$ cat config.mk
export PLATFORM = sky130hd
export DESIGN_NAME = pwm_period_divider_solver_top_flat
export DESIGN_NICKNAME = d
export VERILOG_FILES = /design/src/pps_pkg.sv /design/src/pps_if.sv /design/src/pwm_period_divider_solver_top.sv /design/src/pps_div.sv /design/src/pps_ctrl.sv /design/src/pps_dp.sv /design/src/flat_wrapper.sv
export SDC_FILE = /design/constraint.sdc
export NUM_CORES = 2
export LEC_CHECK = 0
export ABC_AREA = 1
export BUFFER_PORTS_ARGS = -buffer_cell sky130_fd_sc_hd__buf_2
export CORE_MARGIN = 2
export CORE_UTILIZATION = 40
export DETAILED_ROUTE_END_ITERATION = 10
export PLACE_DENSITY = 0.52
export SYNTH_ARGS = -nofsm -noshare
export SYNTH_HDL_FRONTEND = slang
export SYNTH_SLANG_ARGS = --single-unit
export TNS_END_PERCENT = 50
$ cat constraint.sdc
create_clock -name clock -period 13.62 [get_ports clock]
set_clock_uncertainty 0.15 [all_clocks]
set_input_delay 1.362 -clock clock [delete_from_list [all_inputs] [get_ports clock]]
set_output_delay 1.362 -clock clock [all_outputs]
set_load 0.01 [all_outputs]
$ cat src/pps_pkg.sv
// pps_pkg: widths, limits, codes, controller states and command/status structs
// for the pwm period divider solver; no dependencies
package pps_pkg;

   localparam int DIVIDER_LIMIT = 256;
   localparam int MAX_TOP       = 65535;
   localparam int DUTY_FULL     = 10000;

   localparam int CLK_W   = 32;
   localparam int FREQ_W  = 31;
   localparam int DUTY_W  = 14;
   localparam int TOP_W   = 16;
   localparam int DIV_W   = 9;
   localparam int STAT_W  = 2;
   localparam int CSR_IW  = 1;
   localparam int RATE_W  = FREQ_W + 1;
   localparam int DSTEP_W = $clog2(DIVIDER_LIMIT);
   localparam int P_W     = RATE_W + DSTEP_W;
   localparam int MUL_W   = $clog2(MAX_TOP + 3);
   localparam int INC_W   = RATE_W + MUL_W;
   localparam int M_W     = INC_W + DSTEP_W;
   localparam int PROD_W  = TOP_W + DUTY_W;
   localparam int CNT_W   = $clog2(CLK_W);

   // reciprocal of the full duty, ceil(2^44 / 10000); exact floor for products below 2^30
   localparam int RCP_SHIFT = 44;
   localparam int RCP_W     = 31;
   localparam int SCL_W     = PROD_W + RCP_W;
   localparam logic [RCP_W-1:0] DUTY_RECIP =
      RCP_W'(((64'd1 << RCP_SHIFT) / 64'(DUTY_FULL)) + 64'd1);

   localparam logic [CLK_W-1:0] CLOCK_RESET = CLK_W'(125000000);

   localparam logic [CSR_IW-1:0] CSR_CLOCK_HZ = CSR_IW'(0);
   localparam logic [CSR_IW-1:0] CSR_PHASE    = CSR_IW'(1);

   localparam logic [STAT_W-1:0] STATUS_OK    = STAT_W'(0);
   localparam logic [STAT_W-1:0] STATUS_ZERO  = STAT_W'(1);
   localparam logic [STAT_W-1:0] STATUS_NOFIT = STAT_W'(2);

   typedef enum logic [2:0] {
      ST_IDLE,
      ST_SEARCH,
      ST_QDIV,
      ST_MUL,
      ST_SCALE,
      ST_DONE
   } state_type;

   typedef struct packed {
      logic load;
      logic step;
      logic start_q;
      logic take_q;
      logic set_zero;
      logic set_fallback;
      logic mul;
      logic take_c;
      logic out_load;
   } cmd_type;

   typedef struct packed {
      logic zero;
      logic found;
      logic fits;
      logic last;
      logic div_done;
      logic out_busy;
   } stat_type;

endpackage

$ cat src/pps_if.sv
// pps_req_if / pps_rsp_if: valid/ready channels for request and result transactions
// depends on pps_pkg
interface pps_req_if import pps_pkg::*; ();
   logic              valid;
   logic              ready;
   logic [FREQ_W-1:0] freq_hz;
   logic [DUTY_W-1:0] duty_hundredths;

   modport source (output valid, output freq_hz, output duty_hundredths, input ready);
   modport sink   (input valid, input freq_hz, input duty_hundredths, output ready);
endinterface

interface pps_rsp_if import pps_pkg::*; ();
   logic              valid;
   logic              ready;
   logic [TOP_W-1:0]  wrap_top;
   logic [DIV_W-1:0]  clock_divider;
   logic [TOP_W-1:0]  compare_level;
   logic [STAT_W-1:0] status;

   modport source (output valid, output wrap_top, output clock_divider,
                   output compare_level, output status, input ready);
   modport sink   (input valid, input wrap_top, input clock_divider,
                   input compare_level, input status, output ready);
endinterface

$ cat src/pwm_period_divider_solver_top.sv
// pwm_period_divider_solver_top: picks clock divider, wrap value and compare level
// a request runs the divider search, then the top division, duty multiply and compare
// scaling; zero frequency goes straight to the result, fallback skips the division
// throughput: one transaction at a time, next request taken the cycle after the result
// loads; set by the divider search loop and the 32-step top division
// reset: registers go to 125 MHz and phase-correct mode, sequencer idle, no result held
module pwm_period_divider_solver_top import pps_pkg::*; (
   input  logic              clock,
   input  logic              reset,
   input  logic              csr_we,
   input  logic [CSR_IW-1:0] csr_index,
   input  logic [CLK_W-1:0]  csr_wdata,
   pps_req_if.sink           req_chan,
   pps_rsp_if.source         rsp_chan
);

   // command and status between sequencer and datapath
   cmd_type  cmd;
   stat_type stat;

   // sequencer: search one divider per cycle, then the top division and compare scaling
   pps_ctrl u_ctrl (
      .clock     (clock),
      .reset     (reset),
      .req_valid (req_chan.valid),
      .req_ready (req_chan.ready),
      .stat      (stat),
      .cmd       (cmd)
   );

   // datapath: config, accumulators, top divider, output register
   // the output register lets a new request in while the last result waits
   pps_dp u_dp (
      .clock               (clock),
      .reset               (reset),
      .csr_we              (csr_we),
      .csr_index           (csr_index),
      .csr_wdata           (csr_wdata),
      .req_freq_hz         (req_chan.freq_hz),
      .req_duty_hundredths (req_chan.duty_hundredths),
      .cmd                 (cmd),
      .stat                (stat),
      .rsp_ready           (rsp_chan.ready),
      .rsp_valid           (rsp_chan.valid),
      .rsp_wrap_top        (rsp_chan.wrap_top),
      .rsp_clock_divider   (rsp_chan.clock_divider),
      .rsp_compare_level   (rsp_chan.compare_level),
      .rsp_status          (rsp_chan.status)
   );

endmodule

$ cat src/pps_div.sv
// pps_div: restoring divider, one quotient bit per cycle
// depends on pps_pkg
module pps_div import pps_pkg::*; (
   input  logic             clock,
   input  logic             reset,
   input  logic             start,
   input  logic [CLK_W-1:0] dividend,
   input  logic [P_W-1:0]   divisor,
   output logic             done,
   output logic [CLK_W-1:0] quotient
);

   logic             busy_ff, busy_in;
   logic             done_ff, done_in;
   logic [CNT_W-1:0] cnt_ff, cnt_in;
   logic [CLK_W-1:0] quo_ff, quo_in;
   logic [P_W-1:0]   rem_ff, rem_in;
   logic [P_W-1:0]   den_ff, den_in;
   logic [P_W:0]     shifted;

   assign shifted = {rem_ff, quo_ff[CLK_W-1]};

   always_comb begin
      busy_in = busy_ff;
      done_in = 1'b0;
      cnt_in  = cnt_ff;
      quo_in  = quo_ff;
      rem_in  = rem_ff;
      den_in  = den_ff;
      if (start) begin
         busy_in = 1'b1;
         cnt_in  = '0;
         quo_in  = dividend;
         rem_in  = '0;
         den_in  = divisor;
      end else if (busy_ff) begin
         if (shifted >= {1'b0, den_ff}) begin
            rem_in = P_W'(shifted - {1'b0, den_ff});
            quo_in = {quo_ff[CLK_W-2:0], 1'b1};
         end else begin
            rem_in = P_W'(shifted);
            quo_in = {quo_ff[CLK_W-2:0], 1'b0};
         end
         cnt_in = cnt_ff + CNT_W'(1);
         if (cnt_ff == CNT_W'(CLK_W - 1)) begin
            busy_in = 1'b0;
            done_in = 1'b1;
         end
      end
   end

   always_ff @(posedge clock) begin
      if (reset) begin
         busy_ff <= 1'b0;
         done_ff <= 1'b0;
         cnt_ff  <= '0;
      end else begin
         busy_ff <= busy_in;
         done_ff <= done_in;
         cnt_ff  <= cnt_in;
      end
      quo_ff <= quo_in;
      rem_ff <= rem_in;
      den_ff <= den_in;
   end

   assign done     = done_ff;
   assign quotient = quo_ff;

endmodule

$ cat src/pps_ctrl.sv
// pps_ctrl: sequencer for search, division, multiply, scaling and result hand-off
// depends on pps_pkg
module pps_ctrl import pps_pkg::*; (
   input  logic     clock,
   input  logic     reset,
   input  logic     req_valid,
   output logic     req_ready,
   input  stat_type stat,
   output cmd_type  cmd
);

   state_type state_ff, state_in;

   always_ff @(posedge clock) begin
      if (reset) begin
         state_ff <= ST_IDLE;
      end else begin
         state_ff <= state_in;
      end
   end

   always_comb begin
      state_in  = state_ff;
      cmd       = '0;
      req_ready = 1'b0;
      case (state_ff)
         ST_IDLE: begin
            req_ready = 1'b1;
            if (req_valid) begin
               cmd.load = 1'b1;
               state_in = ST_SEARCH;
            end
         end
         ST_SEARCH: begin
            if (stat.zero) begin
               cmd.set_zero = 1'b1;
               state_in     = ST_DONE;
            end else if (stat.found && stat.fits) begin
               cmd.start_q = 1'b1;
               state_in    = ST_QDIV;
            end else if (stat.found || stat.last) begin
               cmd.set_fallback = 1'b1;
               state_in         = ST_MUL;
            end else begin
               cmd.step = 1'b1;
            end
         end
         ST_QDIV: begin
            if (stat.div_done) begin
               cmd.take_q = 1'b1;
               state_in   = ST_MUL;
            end
         end
         ST_MUL: begin
            cmd.mul  = 1'b1;
            state_in = ST_SCALE;
         end
         ST_SCALE: begin
            cmd.take_c = 1'b1;
            state_in   = ST_DONE;
         end
         ST_DONE: begin
            if (!stat.out_busy) begin
               cmd.out_load = 1'b1;
               state_in     = ST_IDLE;
            end
         end
         default: begin
            state_in = ST_IDLE;
         end
      endcase
   end

endmodule

$ cat src/pps_dp.sv
// pps_dp: config registers, divider search accumulators, top divider,
// duty multiply and scaling, output register; depends on pps_pkg and pps_div
module pps_dp import pps_pkg::*; (
   input  logic              clock,
   input  logic              reset,
   input  logic              csr_we,
   input  logic [CSR_IW-1:0] csr_index,
   input  logic [CLK_W-1:0]  csr_wdata,
   input  logic [FREQ_W-1:0] req_freq_hz,
   input  logic [DUTY_W-1:0] req_duty_hundredths,
   input  cmd_type           cmd,
   output stat_type          stat,
   input  logic              rsp_ready,
   output logic              rsp_valid,
   output logic [TOP_W-1:0]  rsp_wrap_top,
   output logic [DIV_W-1:0]  rsp_clock_divider,
   output logic [TOP_W-1:0]  rsp_compare_level,
   output logic [STAT_W-1:0] rsp_status
);

   logic [CLK_W-1:0]  clock_hz_ff;
   logic              phase_ff;
   logic [RATE_W-1:0] rate_ff;
   logic              zero_ff;
   logic [DUTY_W-1:0] duty_ff;
   logic [P_W-1:0]    p_ff;
   logic [M_W-1:0]    m_ff;
   logic [INC_W-1:0]  inc_ff;
   logic [DIV_W-1:0]  d_ff;
   logic [TOP_W-1:0]  top_ff;
   logic [DIV_W-1:0]  cdiv_ff;
   logic [STAT_W-1:0] status_ff;
   logic [PROD_W-1:0] prod_ff;
   logic [TOP_W-1:0]  level_ff;
   logic              rsp_valid_ff;
   logic [TOP_W-1:0]  rsp_top_ff;
   logic [DIV_W-1:0]  rsp_div_ff;
   logic [TOP_W-1:0]  rsp_level_ff;
   logic [STAT_W-1:0] rsp_status_ff;

   logic [RATE_W-1:0] rate_in;
   logic [INC_W-1:0]  inc_in;
   logic [DUTY_W-1:0] duty_in;
   logic [SCL_W-1:0]  scaled;
   logic              div_done;
   logic [CLK_W-1:0]  div_quo;

   // wrap rate doubles in dual-slope mode
   assign rate_in = phase_ff ? {req_freq_hz, 1'b0} : {1'b0, req_freq_hz};
   // per-step increment of the q <= MAX_TOP+1 bound, (MAX_TOP+2)*rate
   assign inc_in  = {{MUL_W{1'b0}}, rate_in}
                  * {{RATE_W{1'b0}}, MUL_W'(MAX_TOP + 2)};
   assign duty_in = (req_duty_hundredths > DUTY_W'(DUTY_FULL))
                  ? DUTY_W'(DUTY_FULL) : req_duty_hundredths;

   // divide by the full duty through the reciprocal
   assign scaled = SCL_W'(prod_ff) * SCL_W'(DUTY_RECIP);

   pps_div u_div (
      .clock    (clock),
      .reset    (reset),
      .start    (cmd.start_q),
      .dividend (clock_hz_ff),
      .divisor  (p_ff),
      .done     (div_done),
      .quotient (div_quo)
   );

   always_comb begin
      stat.zero     = zero_ff;
      stat.found    = M_W'(clock_hz_ff) < m_ff;
      stat.fits     = P_W'(clock_hz_ff) >= p_ff;
      stat.last     = d_ff == DIV_W'(DIVIDER_LIMIT);
      stat.div_done = div_done;
      stat.out_busy = rsp_valid_ff & ~rsp_ready;
   end

   always_ff @(posedge clock) begin
      if (reset) begin
         clock_hz_ff <= CLOCK_RESET;
         phase_ff    <= 1'b1;
      end else if (csr_we) begin
         case (csr_index)
            CSR_CLOCK_HZ: clock_hz_ff <= csr_wdata;
            CSR_PHASE:    phase_ff    <= csr_wdata[0];
            default: begin
            end
         endcase
      end
   end

   always_ff @(posedge clock) begin
      if (cmd.load) begin
         rate_ff <= rate_in;
         zero_ff <= req_freq_hz == '0;
         duty_ff <= duty_in;
         p_ff    <= P_W'(rate_in);
         m_ff    <= M_W'(inc_in);
         inc_ff  <= inc_in;
         d_ff    <= DIV_W'(1);
      end else if (cmd.step) begin
         p_ff <= p_ff + P_W'(rate_ff);
         m_ff <= m_ff + M_W'(inc_ff);
         d_ff <= d_ff + DIV_W'(1);
      end
      if (cmd.set_zero) begin
         top_ff    <= '0;
         cdiv_ff   <= DIV_W'(1);
         status_ff <= STATUS_ZERO;
         level_ff  <= '0;
      end else if (cmd.set_fallback) begin
         top_ff    <= TOP_W'(MAX_TOP);
         cdiv_ff   <= DIV_W'(DIVIDER_LIMIT);
         status_ff <= STATUS_NOFIT;
      end else if (cmd.take_q) begin
         top_ff    <= TOP_W'(div_quo - CLK_W'(1));
         cdiv_ff   <= d_ff;
         status_ff <= STATUS_OK;
      end
      if (cmd.mul) begin
         prod_ff <= PROD_W'(top_ff) * PROD_W'(duty_ff);
      end
      if (cmd.take_c) begin
         level_ff <= scaled[RCP_SHIFT +: TOP_W];
      end
   end

   always_ff @(posedge clock) begin
      if (reset) begin
         rsp_valid_ff <= 1'b0;
      end else if (cmd.out_load) begin
         rsp_valid_ff <= 1'b1;
      end else if (rsp_ready) begin
         rsp_valid_ff <= 1'b0;
      end
      if (cmd.out_load) begin
         rsp_top_ff    <= top_ff;
         rsp_div_ff    <= cdiv_ff;
         rsp_level_ff  <= level_ff;
         rsp_status_ff <= status_ff;
      end
   end

   assign rsp_valid         = rsp_valid_ff;
   assign rsp_wrap_top      = rsp_top_ff;
   assign rsp_clock_divider = rsp_div_ff;
   assign rsp_compare_level = rsp_level_ff;
   assign rsp_status        = rsp_status_ff;

endmodule

$ cat src/flat_wrapper.sv
// flat-port wrapper written by rule: the top's interface ports become plain ports
module pwm_period_divider_solver_top_flat import pps_pkg::*;
  (clock, reset, csr_we, csr_index, csr_wdata, req_chan_valid, req_chan_freq_hz, req_chan_duty_hundredths, req_chan_ready, rsp_chan_valid, rsp_chan_wrap_top, rsp_chan_clock_divider, rsp_chan_compare_level, rsp_chan_status, rsp_chan_ready);
  pps_req_if req_chan_i ();
  pps_rsp_if rsp_chan_i ();
  input  logic clock;
  input  logic reset;
  input  logic csr_we;
  input  logic [CSR_IW-1:0] csr_index;
  input  logic [CLK_W-1:0] csr_wdata;
  input wire logic [$bits(req_chan_i.valid)-1:0] req_chan_valid;
  input wire logic [$bits(req_chan_i.freq_hz)-1:0] req_chan_freq_hz;
  input wire logic [$bits(req_chan_i.duty_hundredths)-1:0] req_chan_duty_hundredths;
  output wire logic [$bits(req_chan_i.ready)-1:0] req_chan_ready;
  output wire logic [$bits(rsp_chan_i.valid)-1:0] rsp_chan_valid;
  output wire logic [$bits(rsp_chan_i.wrap_top)-1:0] rsp_chan_wrap_top;
  output wire logic [$bits(rsp_chan_i.clock_divider)-1:0] rsp_chan_clock_divider;
  output wire logic [$bits(rsp_chan_i.compare_level)-1:0] rsp_chan_compare_level;
  output wire logic [$bits(rsp_chan_i.status)-1:0] rsp_chan_status;
  input wire logic [$bits(rsp_chan_i.ready)-1:0] rsp_chan_ready;
  assign req_chan_i.valid = req_chan_valid;
  assign req_chan_i.freq_hz = req_chan_freq_hz;
  assign req_chan_i.duty_hundredths = req_chan_duty_hundredths;
  assign req_chan_ready = req_chan_i.ready;
  assign rsp_chan_valid = rsp_chan_i.valid;
  assign rsp_chan_wrap_top = rsp_chan_i.wrap_top;
  assign rsp_chan_clock_divider = rsp_chan_i.clock_divider;
  assign rsp_chan_compare_level = rsp_chan_i.compare_level;
  assign rsp_chan_status = rsp_chan_i.status;
  assign rsp_chan_i.ready = rsp_chan_ready;
  pwm_period_divider_solver_top u_core (.clock(clock), .reset(reset), .csr_we(csr_we), .csr_index(csr_index), .csr_wdata(csr_wdata), .req_chan(req_chan_i), .rsp_chan(rsp_chan_i));
endmodule
Word-level counts from Yosys, hierarchy flattened
Cells that the tools add are included.
Widths: inputs -> output; s select.
{ "word_totals": {"ff_bits": 474, "ram_bits": 0, "mem_count": 0, "latch_bits": 0, "mem_bits_ro": 0} }
{ "op_classes": {"mux": 49, "div_mod_pow": 0, "eq_ne": 11, "bitwise": 4, "n_mul": 3, "magnitude_cmp": 4, "addsub": 6, "shifts": 0, "n_reduce_logical": 15} }
{ "op_table": {"columns": ["operator", "count"], "rows": [
  ["$mux 32", 5],
  ["$mux 49", 2],
  ["$mux 16", 4],
  ["$mul 30x31->60 const B", 1],
  ["$add 57x49->57", 1],
  ["$lt 32x57->1", 1],
  ["$mul 32x17->49 const B", 1],
  ["$ge 41x40->1", 1],
  ["$add 40x32->40", 1],
  ["$ge 32x40->1", 1],
  ["$mux 40", 1],
  ["$sub 40x40->40", 1],
  ["$logic_not 31->1", 1],
  ["$mul 16x14->30", 1],
  ["$mux 1", 23],
  ["$mux 3", 6],
  ["$mux 9", 2],
  ["$pmux 3 s6", 1],
  ["$sub 16x1->16 const B", 1],
  ["$gt 14x14->1 const B", 1],
  ["$mux 2", 5],
  ["$reduce_bool 2->1", 5],
  ["$add 9x1->9 const B", 1],
  ["$eq 9x9->1 const B", 1],
  ["other kinds (16)", 24]
]} }

Depth between registers and ports, before layout
{ "depth": {"word_depth": 8, "ltp_mapped": 28} }

By module
From an unflattened synthesis, not the netlist that was laid out.
{ "hier_totals": {"hier_cells": 6934, "area_unflattened_um2": 54781.3} }
{ "modules_own_cells": {"columns": ["module", "area_per_inst_um2", "cells_per_inst", "n_inst"], "rows": [
  ["pps_dp", 46368.2, 5673, 1],
  ["pps_div", 8096.5, 1202, 1],
  ["pps_ctrl", 316.6, 59, 1]
]} }

Worst setup path after synthesis
Ideal clock, no wire load.
{ "synth_path": {"path_kind": "register to register", "startpoint": "reg u_core.u_dp.prod_ff[24]", "endpoint": "reg u_core.u_dp.level_ff[0] (data pin)", "setup_ps": 255, "period_less_slack_ps": 6462, "path_slack_ps": 7158, "required_ps": 13215, "t_arrival_ps": 6057, "path_stages_with_launch": 23, "cell_sequence": "edfxtp_1 ha_1 inv_1 fa_1 fa_1 inv_1 fa_1 fa_1 fa_1 fa_1 inv_1 fa_1 inv_1 ha_1 nand2_1 nand2_1 a31o_2 a21oi_1 nor2_1 a211oi_1 o21ai_0 o21ai_0 nor2_1"} }
{ "synth_between": {"elab_chain_cells": 2} }
{ "synth_lines": {"columns": ["element", "line_no", "source"], "rows": [
  ["start: declaration", "pps_dp.sv:33", "logic [PROD_W-1:0] prod_ff;"],
  ["start signal: assignment", "pps_dp.sv:121", "prod_ff <= PROD_W'(top_ff) * PROD_W'(duty_ff);"],
  ["$mul 30x31->60", "pps_dp.sv:57", "assign scaled = SCL_W'(prod_ff) * SCL_W'(DUTY_RECIP);"],
  ["$mux 16", "pps_dp.sv:123", "if (cmd.take_c) begin"],
  ["end signal: assignment", "pps_dp.sv:124", "level_ff <= scaled[RCP_SHIFT +: TOP_W];"],
  ["end: declaration", "pps_dp.sv:34", "logic [TOP_W-1:0] level_ff;"]
]} }
No other way between the ends.
A chain may end at the register's enable or synchronous reset.

Worst setup path in the final report
{ "layout_path": {"startpoint": "reg u_core.u_dp.prod_ff[16]", "endpoint": "reg u_core.u_dp.level_ff[0] (data pin)"} }
Same word-level chain as after synthesis.

==> metrics.yaml <==
run_status:
  status: "completed"
worst_setup_path:
  crit_arrival_ns: 7.54
  cp_num_buf_inv: 4
  required_ns: 13.89
  worst-path-max-fanout: 6
  crit_slowest_cell: "edfxtp_1"
  crit_family: "adder cells"
  critPathKind: "flip-flop to flip-flop"
  cpPeakStageDelay_ns: 0.66
  cp_cell_sequence: "ha_1 > inv_1 > fa_1 > fa_1 > inv_1 > fa_1 > fa_1 > fa_1 > fa_1 > inv_1 > fa_1 > inv_1 > ha_1 > a21oi_1 > o21ai_0 > a21oi_1 > o21ai_0 > a211oi_1 > o21ai_0 > o21ai_0 > nor2_1"
  cpMostUsedCell: "fa_1"
  start_kind: "flip-flop"
  cp-end-kind: "flip-flop"
  startpoint: "u_core.u_dp.prod_ff[16]"
  crit-reg2reg-launch: "u_core.u_dp.prod_ff[16]"
finish:
  layout-drive-gt1-share_pct: 4.667
  multi_input_area_um2: 35150
  area.growth.synth_to_final_pct: 8.797
  seq_area_um2: 12390
  num-nets-final: 7874
  final_common_cell: "inv_1"
  fin_cells: 8358
  layout.cells.most_common_list: "1404 x inv_1, 1210 x nand2_1, 662 x ha_1"
  fillers: 13370
cts:
  clk_pin_slew_worst_paths_ns: 0.06
  cts-resized-gates: 0
  cts_tree: "yes"
  insertion_delay_ns: 0.68
  cts_root_buf: "clkbuf_16"
  numCtsBuffers: 57
  postCtsSetupBuffers: 0
  holdBufCountCts: 0
  htree_num_levels: 2
  cts.sinks: 458
  cts_buffer_depth: 3
min_path:
  hold_start: "u_core.u_dp.level_ff[1]"
  hold_path.class: "flip-flop to flip-flop"
detailed_routing:
  drc: 0
  post_drt_wl_per_cell_um: 22.17
  drt-pass1-iter-count: 6
  num_vias: 42720
  ant_nets: 0
  totalWireLength_mm: 185.3
  routed_via_density: 5.111
  drt_iter0_drc: 3310
die:
  start_util_pct: 40.42
  die_w_um: 369.2
  ios: 128
  core_um2: 132000
  die_area_um2: 136300
  fp.dieH_um: 369.2
  rows: 133
timing:
  setup_viol_count_final: 0
  max_slew_margin_pct: 20.73
  final_max_slew_viol_count: 0
  min_period_ns: 7.263
  setup_tns_ns: 0
  worst_pin_slew_ns: 1.177
  hold_viol: 0
  fin_crit_sh_pct: 53.33
  fmax_mhz: 137.7
  rsz0062_at_grt: "false"
yosys:
  syn-mean-instance-area_um2: 8.275
  async_flop_share_pct: 0
  yosysSeqAreaShare_pct: 23.23
  synth_edf_count: 322
  synth.top_cell.area_share_pct: 21.70
  yosys-top-cells-area: "fa_1 22%, edfxtp_1 18%, ha_1 16%"
  ys_warn_count: 0
  ys_ff_latch: 458
  syn-cell-area_um2: 53330
  synthDistinctLibCells: 61
  synth-main-ff-cell: "edfxtp_1"
  syn_nets: 7768
  syn-instance-count: 6445
  synth_top_cell_by_area: "fa_1"
global_route:
  first_global_vias: 43440
  antenna_found_initial: 14
  grt_usage_pct: 27.26
  grt-busiest-layer: "met2"
  grt_pass1_wl_mm: 275.2
  grt.overflow.total: 0
  grt_util_met3_pct: 6.137
  grt_use_met1_pct: 39.09
  met2_usage_pct: 41.24
  grt_max_degree: 101
placement:
  place_congestion: 0.9729
  hpwl_mm: 157.9
  place_inst: 8247
  io_buffers: 127
flow_run:
  drv_cap: 0
-- per-stage QoR --
stage	setup slack, ns	util [%]	instance area [µm²]	hold WS, ns
final	6.357	43.97	58030	0.2734
after global routing	5.991	43.97	58020	0.2834
after CTS	6.399	43.97	58020	0.2760
after detailed placement	6.389	42.41	55970	0.2608
after global placement	6.437	42.41	55970	0.2556
after floorplan	7.158	-	53330	0.2503
-- state kept, by name (all words and copies together), names as in the netlist, 14 cells and up --
signal                         flops
u_core.u_dp.duty_ff               14
u_core.u_dp.rsp_wrap_top          16
u_core.u_dp.p_ff                  40
u_core.u_dp.u_div.den_ff          40
u_core.u_dp.prod_ff               30
u_core.u_dp.u_div.rem_ff          40
u_core.u_dp.inc_ff                33
u_core.u_dp.top_ff                16
u_core.u_dp.clock_hz_ff           32
u_core.u_dp.rate_ff               32
u_core.u_dp.level_ff              16
u_core.u_dp.rsp_compare_level     16
u_core.u_dp.u_div.quotient        32
u_core.u_dp.m_ff                  57
-- final timing paths --
kind | to | slack (ns) | cells past startpoint
worst min register to register | u_core.u_dp.rsp_compare_level[1] | 0.27 | 0
worst max-delay path | u_core.u_dp.level_ff[0] | 6.36 | 21
worst max register to register | u_core.u_dp.level_ff[0] | 6.36 | 21
worst min-delay path | u_core.u_dp.rsp_compare_level[1] | 0.27 | 0
-- synth_stat cells, drive strengths merged, types with 3 or more instances --
cell type and number:
nor2 522, ha 662, a21boi 23, a211oi 9
nand3b 8, xor2 79, inv 1411, nand3 172
clkbuf 86, buf 33, or2 17, o21bai 25
xnor2 71, nand4 49, o21a 14, nor4 24
nand2 1216, a21oi 405, o311ai 3, and3 12
o221ai 3, a21o 37, o22ai 3, nor3 74
fa 578, a31oi 53, o21ai 351, edfxtp 322
o31ai 8, dfxtp 136, o211ai 25
-- worst register-to-register path, stage by stage (launching register included) --
cell and delay, ns:
edfxtp_1 0.66, ha_1 0.51, inv_1 0.20, fa_1 0.58, fa_1 0.55, inv_1 0.06, fa_1 0.43, fa_1 0.57
fa_1 0.44, fa_1 0.54, inv_1 0.05, fa_1 0.50, inv_1 0.04, ha_1 0.32, a21oi_1 0.20, o21ai_0 0.17
a21oi_1 0.26, o21ai_0 0.17, a211oi_1 0.21, o21ai_0 0.17, o21ai_0 0.18, nor2_1 0.06
-- cells by family after synthesis --
group,share of synthesized area [%]
adder cells (fa/ha/maj),37.23
AO/OA/AOI/OAI,10.09
XOR/XNOR,2.463
AND/OR/NAND/NOR,16.04
buffers and inverters,10.94
flip-flops,23.23
-- metal layers --
layer	share of wire [%]	wire [µm]
met1	47	86600
met5	0.024	45
met4	2.9	5378
met2	43	79330
met3	7.5	13910
-- cell type report --
| type | count | area share, % |
|---|---|---|
| Clock inverter | 45 | 0.9832 |
| Clock buffer | 63 | 2.551 |
| Antenna cell | 3 | 0.01294 |
| Sequential cell | 458 | 21.36 |
| Multi-Input combinational cell | 4457 | 60.58 |
| Timing Repair Buffer | 166 | 1.600 |
| Tap cell | 1755 | 3.784 |
| Inverter | 1411 | 9.136 |
Power is left out: the tool's default activity adds up to more than one toggle a clock period on the data nets, which glitch-free logic cannot reach.
